**src/rtl/rau_pkg.sv**
```systemverilog
`default_nettype none
package rau_pkg;
  localparam int OPERAND_W_DEF = 32;
  localparam int NUM_W = 64;
  localparam int DEN_W = 62;

  typedef enum logic [1:0] {
    KIND_ADD = 2'd0,
    KIND_SUB = 2'd1,
    KIND_MUL = 2'd2,
    KIND_DIV = 2'd3
  } kind_t;

  typedef enum logic [3:0] {
    ST_IDLE,
    ST_MUL,
    ST_SUM,
    ST_GCD,
    ST_DIVT,
    ST_DIVB,
    ST_OUT
  } state_t;

  typedef struct packed {
    logic load;
    logic mul;
    logic sum;
    logic gcd_step;
    logic div_init;
    logic div_step;
    logic div_sel_bot;
    logic out_load;
  } cmd_t;

  typedef struct packed {
    logic zero;
    logic gcd_done;
    logic div_done;
  } stat_t;
endpackage
`default_nettype wire

```
**src/rtl/rau_ctrl.sv**
```systemverilog
`default_nettype none
module rau_ctrl (
  input  wire logic          clk,
  input  wire logic          rst_n,
  input  wire logic          in_valid,
  output logic               in_ready,
  output logic               out_valid,
  input  wire logic          out_ready,
  output rau_pkg::cmd_t      cmd,
  input  wire rau_pkg::stat_t stat
);
  import rau_pkg::*;

  state_t state_r, state_nxt;
  logic   ov_r, ov_nxt;

  always_ff @(posedge clk) begin
    if (!rst_n) begin
      state_r <= ST_IDLE;
      ov_r    <= 1'b0;
    end else begin
      state_r <= state_nxt;
      ov_r    <= ov_nxt;
    end
  end

  always_comb begin
    state_nxt = state_r;
    case (state_r)
      ST_IDLE: if (in_valid) state_nxt = ST_MUL;
      ST_MUL:  state_nxt = ST_SUM;
      ST_SUM:  state_nxt = ST_GCD;
      ST_GCD: begin
        if (stat.zero) state_nxt = ST_OUT;
        else if (stat.gcd_done) state_nxt = ST_DIVT;
      end
      ST_DIVT: if (stat.div_done) state_nxt = ST_DIVB;
      ST_DIVB: if (stat.div_done) state_nxt = ST_OUT;
      ST_OUT:  if (!ov_r || out_ready) state_nxt = ST_IDLE;
      default: state_nxt = ST_IDLE;
    endcase
  end

  always_comb begin
    cmd = '0;
    in_ready = (state_r == ST_IDLE);
    ov_nxt = ov_r && !out_ready;
    case (state_r)
      ST_IDLE: cmd.load = in_valid;
      ST_MUL:  cmd.mul = 1'b1;
      ST_SUM: begin
        cmd.sum = 1'b1;
      end
      ST_GCD: begin
        cmd.gcd_step = 1'b1;
        cmd.div_init = stat.gcd_done;
      end
      ST_DIVT: begin
        cmd.div_step = 1'b1;
        cmd.div_init = stat.div_done;
      end
      ST_DIVB: begin
        cmd.div_step = 1'b1;
        cmd.div_sel_bot = 1'b1;
      end
      ST_OUT: begin
        if (!ov_r || out_ready) begin
          cmd.out_load = 1'b1;
          ov_nxt = 1'b1;
        end
      end
      default: ;
    endcase
  end

  assign out_valid = ov_r;
endmodule
`default_nettype wire

```
**config.mk**
```make
export PLATFORM = sky130hd
export DESIGN_NAME = rau_ctrl
export DESIGN_NICKNAME = d
export VERILOG_FILES = /design/src/rtl/rau_pkg.sv /design/src/rtl/rau_ctrl.sv
export SDC_FILE = /design/constraint.sdc
export NUM_CORES = 1
export LEC_CHECK = 0
export BUFFER_PORTS_ARGS = -buffer_cell sky130_fd_sc_hd__buf_2
export CAP_MARGIN = 5
export CORE_AREA = 2 2 39 41
export CTS_CLUSTER_SIZE = 8
export DETAILED_ROUTE_END_ITERATION = 7
export DIE_AREA = 0 0 41 43
export GPL_ROUTABILITY_DRIVEN = 1
export MAX_ROUTING_LAYER = met4
export PLACE_DENSITY = 0.59
export SYNTH_ARGS = -nofsm -noshare
export SYNTH_HDL_FRONTEND = slang
export SYNTH_SLANG_ARGS = --single-unit
```
**constraint.sdc**
```tcl
create_clock -name clk -period 1 [get_ports clk]
set_input_delay 0.1 -clock clk [delete_from_list [all_inputs] [get_ports clk]]
set_output_delay 0.1 -clock clk [all_outputs]
set_load 0.005 [all_outputs]
```
==> results.tsv <==
metric	value	unit
CP Max Fanout	6	
pwr/cell area	1040	nW/µm²
vias in the first global route	349	
Mapped Cells	41	
Pint	443	µW
1st-iter DRT viols	1	
most frequent cells in the layout	15 x buf_2, 11 x buf_4, 5 x buf_6	
Combinational Power Share	37.2	%
# Max-Cap Violations	0	
max-slew violations	0	
Setup crit end kind	output port	
clock slew at reported path FFs	0.04	ns
global-route wire length before repair	1360	µm
status	finished with violations	
I/O pin count	17	
failing checks	negative setup slack	
initial antenna violation count	0	
Post-Syn Nets	48	
CTS H-tree lvls	1	
Layout Nets	81	
Post-synth EDFFs	0	
Min Clock Period, post-route	1.23	ns
TritonCTS clock tree	done	
Layout Cells excl Fill	88	
post-synthesis xor/xnor area fraction	0	%
layout cells sized above 1	62.5	%
GR Util All Layers	11.5	%
Sink Count	4	
most common cell after layout, fill and taps aside	buf_2	
via count	398	
Distinct cells, synth	21	
Die W	41	µm
clock latency on the worst-skew pair	0.23	ns
DRC	0	
Clock Power Share	32.2	%
Hold Crit Class	input port to flop	
fillcell total	157	
Hold Slack	0.129	ns
synth warn	0	
critical path type	flop to output port	
wire per inst	10.5	µm
Root Driver	clkbuf_4	
Leak Pwr	0.000336	µW
Slew HR	87.5	%
Psw	169	µW
row count	14	
area delta synth->final	85.1	%
CP startpoint kind	flop	
Setup WS pre-CTS	-0.0682	ns
synthesized area per cell	7.78	µm²
hpwl dp	669	µm
Seq/Total Area, Yosys	25.1	%
largest net degree at the start of global routing	7	
# port buffers	16	
Flop pwr share	30.6	%
total wire length	927	µm
Inserted Clock Buffers	3	
main combinational cell family by area after synthesis	simple AND/OR/NAND/NOR gates	
post-synthesis adder-cell area fraction	0	%
CTS max path bufs	2	
crit path DAT	1.13	ns
Initial Util	23.1	%
Inst Count DP	80	
drt via density	4.52	
Pwr Total	612	µW
final hold vios	0	
gpl congestion	0.893	
register area	86.3	µm²
Mapped Area	319	µm²
Max Freq	816	MHz
cts hold-fix bufs	0	
area occupied by multi-input gates	244	µm²
worst slew pin tran	0.186	ns
n_diodes	0	
Final Cell Area	591	µm²
top_reg_cell synth	dfxtp_1	
area of the core	1380	µm²
clk_skew	0.00243	ns
Die Area	1760	µm²
RSZ-0062 raised after global routing	yes	
gr ovfl total	0	
Yosys reg bits	4	
Post-Synth Simple-Gate Area	40.8	%
CP required	0.90	ns
Max VDD drop	0.406	mV
Compound-Gate Fraction of Synth Area	25.9	%
drt pass-1 iters	4	
Detail Route Antenna Nets	0	
setup ws final	-0.225	ns
# setup viols final	11	
sw frac	27.6	%
ys async rst share	0	%
fin crit share	123	%
multiplexer area fraction after synthesis	0	%
Die Ht	43	µm
Post-DP Area	472	µm²
-- cell type report --
class | count | share of cell area, %
Multi-Input combinational cell | 33 | 41.3
Timing Repair Buffer | 31 | 36.2
Clock buffer | 3 | 3.81
Tap cell | 16 | 3.39
Inverter | 1 | 0.636
Sequential cell | 4 | 14.6
-- registers in the layout (all words and copies together) (netlist names) --
register	count
state_r	3
out_valid	1
-- cells in the mapped netlist, types with 2 or more instances --
library cell	count	share of area (%)
nor2_1	3	3.5
nand2_1	4	4.7
dfxtp_1	4	25
a21oi_1	2	3.1
a21boi_0	2	4.7
nor2b_1	2	3.9
buf_4	3	7.1
and2_1	2	3.9
o21ai_0	6	9.4
nor3b_1	2	4.7
-- critical path: stages, from the launching register on --
cell	delay, ns
dfxtp_4	0.35
and3b_2	0.22
a32o_1	0.20
buf_2	0.12
-- final timing paths --
kind / start / to / slack [ns] / cells past startpoint
worst max-delay path: state_r[0]$_SDFFE_PN0P_ / cmd[3] / -0.23 / 3
worst min-delay path: rst_n / state_r[0]$_SDFFE_PN0P_ / 0.13 / 2
worst max register to register: state_r[1]$_SDFFE_PN0P_ / state_r[0]$_SDFFE_PN0P_ / -0.11 / 5
worst min register to register: out_valid$_SDFF_PN0_ / out_valid$_SDFF_PN0_ / 0.57 / 2
-- kinds of logic (layout without fill, tap and decap cells) --
| group | Yosys count | in the layout |
|---|---|---|
| AO/OA/AOI/OAI | 13 | 13 |
| buffers and inverters | 4 | 35 |
| flip-flops | 4 | 4 |
| AND/OR/NAND/NOR | 20 | 20 |
-- metal layers --
layer / global-route usage (%) / share of wire, %
met2: 18.1 / 56
met5: - / 0
met4: 6.00 / 0
met1: 13.5 / 40
met3: 1.57 / 3.9
-- power groups by stage --
stage          combinational (µW)  clock (µW)  sequential (µW)
3_3_place_gp                  175           0              186
4_1_cts                       202         206              186
6_report                      228         197              187
2_1_floorplan                97.8           0              179
3_5_place_dp                  175           0              187
5_1_grt                       247         218              189
-- timing repair --
item / in CTS / in global routing
buffers inserted: 3 / 2
gates resized for setup: 10 / 13
pin swaps: 6 / 2
endpoints found under the setup margin: 12 / 12
-- stage by stage --
stage / setup TNS, ns / util, %
final: -1.71 / 42.7
after floorplan: 0 / -
after global placement: -0.153 / 34.1
after global routing: -2.26 / 42.7
after detailed placement: -0.208 / 34.1
after CTS: -1.81 / 40.0
Note: power is estimated with default switching activity, not from simulation.
